File: config.mk
export PLATFORM = sky130hd
export DESIGN_NAME = tbs_edf_scheduler_core
export DESIGN_NICKNAME = d
export VERILOG_FILES = /design/src/hdl/tbs_pkg.sv /design/src/hdl/tbs_front.sv /design/src/hdl/tbs_back.sv /design/src/hdl/tbs_edf_scheduler_core.sv
export SDC_FILE = /design/constraint.sdc
export NUM_CORES = 2
export LEC_CHECK = 0
export BUFFER_PORTS_ARGS = -buffer_cell sky130_fd_sc_hd__clkbuf_2
export CORE_MARGIN = 5
export CORE_UTILIZATION = 45
export DETAILED_ROUTE_END_ITERATION = 10
export GPL_TIMING_DRIVEN = 0
export SETUP_SLACK_MARGIN = 0.02
export SYNTH_ARGS = -nofsm -noshare
export SYNTH_HDL_FRONTEND = slang
export SYNTH_HIERARCHICAL = 1
export SYNTH_SLANG_ARGS = --single-unit
File: constraint.sdc
create_clock -name clk -period 16.45 [get_ports clk]
set_input_delay 0.8225 -clock clk [delete_from_list [all_inputs] [get_ports clk]]
set_output_delay 0.8225 -clock clk [all_outputs]
set_load 0.05 [all_outputs]
File: src/hdl/tbs_pkg.sv
// Package: types and constants for the EDF scheduler with bandwidth server
package tbs_pkg;
  localparam int TableDepthDefault = 16;
  localparam int TimeW = 32;
  localparam int DlW   = 40;
  localparam int CapW  = 16;
  localparam int TaskW = 8;
  localparam int InW   = 2 + TaskW + TimeW + TimeW + CapW;
  localparam int OutW  = 1 + DlW + 1 + 1 + TaskW + 1 + TimeW;
  localparam int InBytesW  = ((InW + 7) / 8) * 8;
  localparam int OutBytesW = ((OutW + 7) / 8) * 8;
  localparam logic [DlW-1:0] DlMax = '1;

  typedef enum logic [1:0] {
    OP_PERIODIC  = 2'd0,
    OP_APERIODIC = 2'd1,
    OP_TICK      = 2'd2,
    OP_NONE      = 2'd3
  } op_t;

  typedef struct packed {
    op_t              op;
    logic [TaskW-1:0] task_id;
    logic [TimeW-1:0] rel;
    logic [TimeW-1:0] gdl;
    logic [CapW-1:0]  cap;
  } item_t;

  typedef struct packed {
    logic             table_full;
    logic [DlW-1:0]   assigned_deadline;
    logic             run_valid;
    logic             run_aperiodic;
    logic [TaskW-1:0] run_task;
    logic             job_finished;
    logic [TimeW-1:0] tick_time;
  } result_t;

  typedef enum logic [2:0] {
    ST_IDLE, ST_MUL, ST_SCAN, ST_APPLY, ST_OUT
  } state_t;
endpackage

File: src/hdl/tbs_front.sv
// Front end: accepts transfers, normalises capacity, two-entry queue
module tbs_front import tbs_pkg::*; (
  input  logic                 clk,
  input  logic                 rst_n,
  input  logic                 in_tvalid,
  output logic                 in_tready,
  input  logic [InBytesW-1:0]  in_tdata,
  output logic                 q_valid,
  input  logic                 q_pop,
  output item_t                q_item
);
  item_t q_mem_r [2];
  logic  wp_r, rp_r;
  logic [1:0] cnt_r;
  item_t it;
  logic push;

  always_comb begin
    it.op      = op_t'(in_tdata[1:0]);
    it.task_id = in_tdata[2 +: TaskW];
    it.rel     = in_tdata[2+TaskW +: TimeW];
    it.gdl     = in_tdata[2+TaskW+TimeW +: TimeW];
    it.cap     = in_tdata[2+TaskW+2*TimeW +: CapW];
    if (it.cap == '0) it.cap = CapW'(1);
  end

  assign in_tready = (cnt_r != 2'd2);
  assign push      = in_tvalid && in_tready;
  assign q_valid   = (cnt_r != 2'd0);
  assign q_item    = q_mem_r[rp_r];

  always_ff @(posedge clk) begin
    if (push) q_mem_r[wp_r] <= it;
    if (!rst_n) begin
      wp_r <= 1'b0; rp_r <= 1'b0; cnt_r <= 2'd0;
    end else begin
      if (push) wp_r <= ~wp_r;
      if (q_pop) rp_r <= ~rp_r;
      cnt_r <= cnt_r + 2'(push) - 2'(q_pop);
    end
  end
endmodule

File: src/hdl/tbs_back.sv
// Back end: job table, slot scan, deadline arithmetic and result register
module tbs_back import tbs_pkg::*; #(
  parameter int TABLE_DEPTH = TableDepthDefault
) (
  input  logic            clk,
  input  logic            rst_n,
  input  logic            cfg_we,
  input  logic [CapW-1:0] cfg_wdata,
  input  logic            q_valid,
  output logic            q_pop,
  input  item_t           q_item,
  output logic            res_valid,
  input  logic            res_ready,
  output result_t         res
);
  localparam int IdxW = $clog2(TABLE_DEPTH);
  localparam int CntW = $clog2(TABLE_DEPTH + 1);

  state_t state_r, state_nxt;
  logic [CapW-1:0]  scale_r;
  logic [TimeW-1:0] time_r;
  logic [DlW-1:0]   last_dl_r;
  logic [TABLE_DEPTH-1:0] valid_r;
  logic [TimeW-1:0] rel_r  [TABLE_DEPTH];
  logic [DlW-1:0]   dl_r   [TABLE_DEPTH];
  logic [CapW-1:0]  rem_r  [TABLE_DEPTH];
  logic [TaskW:0]   task_r [TABLE_DEPTH];

  item_t           cur_r;
  logic [2*CapW-1:0] prod_r;
  logic [CntW-1:0] scan_r;
  logic            free_found_r, best_found_r;
  logic [IdxW-1:0] free_r, best_r;
  logic [DlW-1:0]  best_dl_r;
  result_t         res_r, res_nxt;
  logic            res_valid_r;

  logic [IdxW-1:0] si;
  logic            elig;
  logic [DlW:0]    base, sum;
  logic [DlW-1:0]  ap_dl;

  assign si   = scan_r[IdxW-1:0];
  assign elig = valid_r[si] && (rel_r[si] <= time_r);
  assign base = (last_dl_r > DlW'(cur_r.rel)) ? {1'b0, last_dl_r} : (DlW+1)'(cur_r.rel);
  assign sum  = base + (DlW+1)'(prod_r);
  assign ap_dl = sum[DlW] ? DlMax : sum[DlW-1:0];

  always_comb begin
    state_nxt = state_r;
    unique case (state_r)
      ST_IDLE:  if (q_valid && !res_valid_r) state_nxt = ST_MUL;
      ST_MUL:   state_nxt = ST_SCAN;
      ST_SCAN:  if (scan_r == CntW'(TABLE_DEPTH - 1)) state_nxt = ST_APPLY;
      ST_APPLY: state_nxt = ST_IDLE;
      ST_OUT:   state_nxt = ST_IDLE;
      default:  state_nxt = ST_IDLE;
    endcase
  end

  always_comb begin
    q_pop = (state_r == ST_IDLE) && q_valid && !res_valid_r;
  end

  always_comb begin
    res_nxt = '0;
    if (cur_r.op == OP_PERIODIC || cur_r.op == OP_APERIODIC) begin
      if (!free_found_r) begin
        res_nxt.table_full = 1'b1;
      end else if (cur_r.op == OP_APERIODIC) begin
        res_nxt.assigned_deadline = ap_dl;
      end else begin
        res_nxt.assigned_deadline = DlW'(cur_r.gdl);
      end
    end else if (cur_r.op == OP_TICK) begin
      res_nxt.tick_time = time_r;
      if (best_found_r) begin
        res_nxt.run_valid = 1'b1;
        res_nxt.run_aperiodic = task_r[best_r][TaskW];
        res_nxt.run_task = task_r[best_r][TaskW-1:0];
        res_nxt.job_finished = (rem_r[best_r] == CapW'(1));
      end
    end
  end

  assign res_valid = res_valid_r;
  assign res = res_r;

  always_ff @(posedge clk) begin
    if (!rst_n) begin
      state_r <= ST_IDLE;
      scale_r <= CapW'(1);
      time_r <= '0;
      last_dl_r <= '0;
      valid_r <= '0;
      res_valid_r <= 1'b0;
    end else begin
      state_r <= state_nxt;
      if (cfg_we) scale_r <= cfg_wdata;
      if (res_valid_r && res_ready) res_valid_r <= 1'b0;
      unique case (state_r)
        ST_IDLE: if (q_pop) begin
          cur_r <= q_item;
          scan_r <= '0;
          free_found_r <= 1'b0;
          best_found_r <= 1'b0;
        end
        ST_MUL: prod_r <= (2*CapW)'(cur_r.cap) * (2*CapW)'(scale_r);
        ST_SCAN: begin
          scan_r <= scan_r + CntW'(1);
          if (!valid_r[si] && !free_found_r) begin
            free_found_r <= 1'b1; free_r <= si;
          end
          if (elig && (!best_found_r || dl_r[si] < best_dl_r)) begin
            best_found_r <= 1'b1; best_r <= si; best_dl_r <= dl_r[si];
          end
        end
        ST_APPLY: begin
          res_valid_r <= 1'b1;
          res_r <= res_nxt;
          if (cur_r.op == OP_PERIODIC || cur_r.op == OP_APERIODIC) begin
            if (free_found_r) begin
              valid_r[free_r] <= 1'b1;
              rel_r[free_r]   <= cur_r.rel;
              rem_r[free_r]   <= cur_r.cap;
              task_r[free_r]  <= {cur_r.op == OP_APERIODIC, cur_r.task_id};
              if (cur_r.op == OP_APERIODIC) begin
                dl_r[free_r] <= ap_dl;
                last_dl_r <= ap_dl;
              end else begin
                dl_r[free_r] <= DlW'(cur_r.gdl);
              end
            end
          end else if (cur_r.op == OP_TICK) begin
            time_r <= time_r + TimeW'(1);
            if (best_found_r) begin
              rem_r[best_r] <= rem_r[best_r] - CapW'(1);
              if (rem_r[best_r] == CapW'(1)) begin
                valid_r[best_r] <= 1'b0;
              end
            end
          end
        end
        default: ;
      endcase
    end
  end
endmodule

File: src/hdl/tbs_edf_scheduler_core.sv
// Steps per item: pop in IDLE, capacity product in MUL, slot scan one slot a cycle in SCAN,
// result register in APPLY; the next item is popped only once idle with no result pending.
// A two-entry queue decouples input transfers from the back end.
// Reset (synchronous, rst_n low): time, server deadline and slot valids clear, scale is 1.
// Top level: EDF scheduler with total bandwidth server
module tbs_edf_scheduler_core import tbs_pkg::*; #(
  parameter int TABLE_DEPTH = TableDepthDefault
) (
  input  logic                 clk,
  input  logic                 rst_n,
  input  logic                 cfg_we,
  input  logic [CapW-1:0]      cfg_wdata,
  input  logic                 in_tvalid,
  output logic                 in_tready,
  // op, task_kind_id, release_time, given_deadline, capacity
  input  logic [InBytesW-1:0]  in_tdata,
  output logic                 out_tvalid,
  input  logic                 out_tready,
  // table_full, assigned_deadline, run_valid, run_aperiodic, run_task, job_finished, tick_time
  output logic [OutBytesW-1:0] out_tdata
);
  logic q_valid, q_pop;
  item_t q_item;
  result_t res;

  tbs_front u_front (
    .clk, .rst_n, .in_tvalid, .in_tready, .in_tdata, .q_valid, .q_pop, .q_item
  );

  tbs_back #(.TABLE_DEPTH(TABLE_DEPTH)) u_back (
    .clk, .rst_n, .cfg_we, .cfg_wdata, .q_valid, .q_pop, .q_item,
    .res_valid(out_tvalid), .res_ready(out_tready), .res
  );

  assign out_tdata = {{(OutBytesW-OutW){1'b0}}, res.tick_time, res.job_finished,
                      res.run_task, res.run_aperiodic, res.run_valid,
                      res.assigned_deadline, res.table_full};
endmodule

==> results.ini <==
[pwr]
power_density_mw_per_mm2=162
sw_frac_of_total=0.328
leakagePower_nw=36.7
max-vdd-ir-drop_mv=0.144
seqPwrFrac=0.412
switching_power_w=0.00569
p_clk_frac=0.278
p_comb_frac=0.311
power_w=0.0173
p_int_w=0.0116

[worst_setup_path]
cp.arrival_ps=9330
worstPathMaxFanout=18
start_kind=flip-flop
rrSetupSlack_ps=7570
worstSetupPathType=flip-flop to flip-flop
cp-end-kind=flip-flop
required_ps=16900

[drt]
dr.pass1.iters=6
wl_per_cell_um=28.6
antenna_left=0
avgViaCountPerCell=5.80
drc=0
route.vias.total=51100
detail_route.iter0.violations=5418
wirelength_um=252000

[sta]
finalHoldViolations=0
max_freq_mhz=113
period_minus_slack_ps=8880
drv_slew=0
setup_violations=0
rsz0062_at_grt=false
setup-tns-final_ps=0
max_slew_margin=0.0588
skew_ps=54.6
period_share=0.540
tightest_slew_ps=1410

[min_path]
min_path_type=input port to flip-flop

[floorplan]
die-area_mm2=0.216
fp-row-count=166
num_io_pins=207
start_util=0.453
dieWidth_um=464
die_h_um=464
coreArea_mm2=0.205

[synth]
netlist_area_mm2=0.0929
ys.flop_type=edfxtp_1
syn_inst=5374
synth.distinct_cells=77
ys_async_sr_fraction=0
postSynthAreaPerCell_um2=17.3
ys_seq_area_frac=0.670
synth-edff-count=1993
yosysWarnings=6
ys_seq_elements=2113

[final_layout]
n_fill_cell=16500
mostFrequentLayoutCells=edfxtp_1 (1,993), mux4_2 (480), inv_1 (340)
drive_gt1_frac=0.223
fin_nets=6471
area_growth_pct=14.9
layout_commonest_cell=edfxtp_1

[clock_tree]
cts.clk_slew.worst_paths_ps=60
cts-root-buf=clkbuf_16
clk_latency_ps=880
cts_setup_buffers=0
cts_resized=0
clock_sinks=2113
cts_hold_buf=0
htree_levels=4
cts_buffer_depth=3
cts_made_buffers=211
cts_tree=done

[global_routing]
grt_pass1_wl_um=363000
grt_pass1_vias=51600
grt_max_degree=56
track_usage=0.232
antenna_found_initial=19
grt-ovfl-total=0

[place]
gp_congestion=0.890
place.detailed.hpwl_um=178000
portBuffers=195

[status]
status=completed

[job]
maxCapViolCount=0

-- registers in the layout, summed over array words and instances (netlist names), 2 cells and up, named ones only --
| name | cells |
|---|---|
| u_back/state_r | 2 |
| u_front/cnt_r | 2 |
| u_back/dl_r | 640 |
| u_back/cur_r | 90 |
| u_back/rel_r | 512 |
| u_front/q_mem_r | 180 |
| u_back/free_r | 4 |
| u_back/valid_r | 16 |
| u_back/rem_r | 256 |
| u_back/scale_r | 16 |
| u_back/best_dl_r | 40 |
| u_back/time_r | 32 |
| u_back/best_r | 4 |
| u_back/last_dl_r | 40 |
| u_back/res | 84 |
| u_back/scan_r | 5 |
| u_back/prod_r | 32 |
| u_back/task_r | 144 |
-- cells in the mapped netlist (6+ instances only) --
cell,n,area share
edfxtp_1,1993,0.64
mux4_2,480,0.12
inv_1,342,0.014
nand2_1,250,0.010
ha_1,249,0.034
nor2_1,232,0.0094
a21oi_1,205,0.011
fa_1,195,0.042
clkbuf_1,194,0.0078
and2_1,186,0.013
o21ai_0,148,0.0080
mux2_2,125,0.015
dfxtp_1,120,0.026
xnor2_1,75,0.0071
a21o_1,50,0.0040
nand3_1,45,0.0024
nor3_1,45,0.0024
xor2_1,32,0.0030
buf_1,31,0.0013
nand4_1,31,0.0021
nor2b_1,27,0.0018
nand2b_1,25,0.0017
mux2i_1,24,0.0026
a211oi_1,20,0.0016
a31oi_1,20,0.0013
nor4_1,17,0.0011
and3_1,15,0.0010
buf_2,14,0.00075
o21a_1,13,0.0010
and4_1,11,0.0010
buf_6,11,0.0013
o21bai_1,11,0.00089
a22oi_1,9,0.00073
nand3b_1,8,0.00065
nor3b_1,8,0.00065
o22ai_1,8,0.00054
or2_2,8,0.00054
a2111oi_0,7,0.00066
o31ai_1,7,0.00057
a211o_1,6,0.00057
buf_4,6,0.00048
o2111ai_1,6,0.00057
o211ai_1,6,0.00048
-- critical path: stages, from the launching register on --
cell and delay [ps]:
edfxtp_1 1130, inv_1 110, ha_1 320, nand4_1 180
nor4_1 560, o31ai_1 240, a31oi_1 230, o22ai_1 170
nand3_1 320, clkbuf_1 510, mux2_2 430, ha_1 380
o21ai_0 140, a2111oi_0 520, o21ai_0 300, nand3_1 220
a21oi_1 120, o21ai_0 230, nor2b_1 160, clkbuf_1 320
clkbuf_1 460, nor2_1 250, a21oi_1 1090
-- power groups by stage --
stage | combinational, W | sequential [W] | clock (W)
6_report | 0.00538 | 0.00714 | 0.00481
5_1_grt | 0.00587 | 0.00715 | 0.00514
4_1_cts | 0.00538 | 0.00714 | 0.00491
3_5_place_dp | 0.00536 | 0.00726 | 0
3_3_place_gp | 0.00521 | 0.00727 | 0
2_1_floorplan | 0.00352 | 0.00708 | 0
-- metrics by stage --
| step | area [µm²] | utilization | hold slack [ps] | setup slack, ps | cells |
|---|---|---|---|---|---|
| after floorplan | 93000 | - | 446 | 10020 | 5377 |
| after global placement | 97300 | 0.475 | 462 | 6000 | 8260 |
| after detailed placement | 99600 | 0.486 | 467 | 7760 | 8382 |
| after CTS | 107000 | 0.520 | 52.9 | 7640 | 8778 |
| after global routing | 107000 | 0.521 | 92.1 | 7150 | 8789 |
| final | 107000 | 0.521 | 133 | 7570 | 8795 |
-- area by class of cell --
class                   instances  area [µm²]  area share
flip-flops and latches       2113       62200       0.583
clock buffers                 279        5680      0.0532
well taps                    2688        3360      0.0315
diodes                         14        35.0    0.000328
inverters                     344        1300      0.0122
plain buffers                 256        1080      0.0102
repair buffers                320        3040      0.0285
clock inverters               117        1320      0.0123
multi-input cells            2664       28700       0.269
-- layer usage --
| layer | global-route usage | share of wire | vias up |
|---|---|---|---|
| met5 | 0 | 0.00013 | - |
| met4 | 0.0949 | 0.046 | 4 |
| met3 | 0.0369 | 0.071 | 456 |
| met1 | 0.314 | 0.40 | 26700 |
| li1 | - | - | 21800 |
| met2 | 0.379 | 0.48 | 2096 |
-- path summary, 6_finish.rpt --
kind	start	endpoint	cells past startpoint
setup / recovery	u_back/cur_r[68]$_DFFE_PP_	u_back/dl_r[8][29]$_DFFE_PP_	22
hold reg to reg	u_back/valid_r[9]$_SDFFE_PN0P_	u_back/valid_r[9]$_SDFFE_PN0P_	2
setup reg to reg	u_back/cur_r[68]$_DFFE_PP_	u_back/dl_r[8][29]$_DFFE_PP_	22
hold / removal	in_tdata[26]	u_front/q_mem_r[1][64]$_DFFE_PP_	1
-- cells by family (layout without fill, tap and decap cells) --
logic type,after synthesis,count (layout),synth area share
flops,2113,2113,0.670
simple gates,923,923,0.0487
mux,633,633,0.135
buf+inv,600,1316,0.0256
compound gates,553,553,0.0358
fa+ha+maj,444,444,0.0755
xor+xnor,107,107,0.0101
other cells,1,18,0.0000403
(Power assumes the default switching activity.)
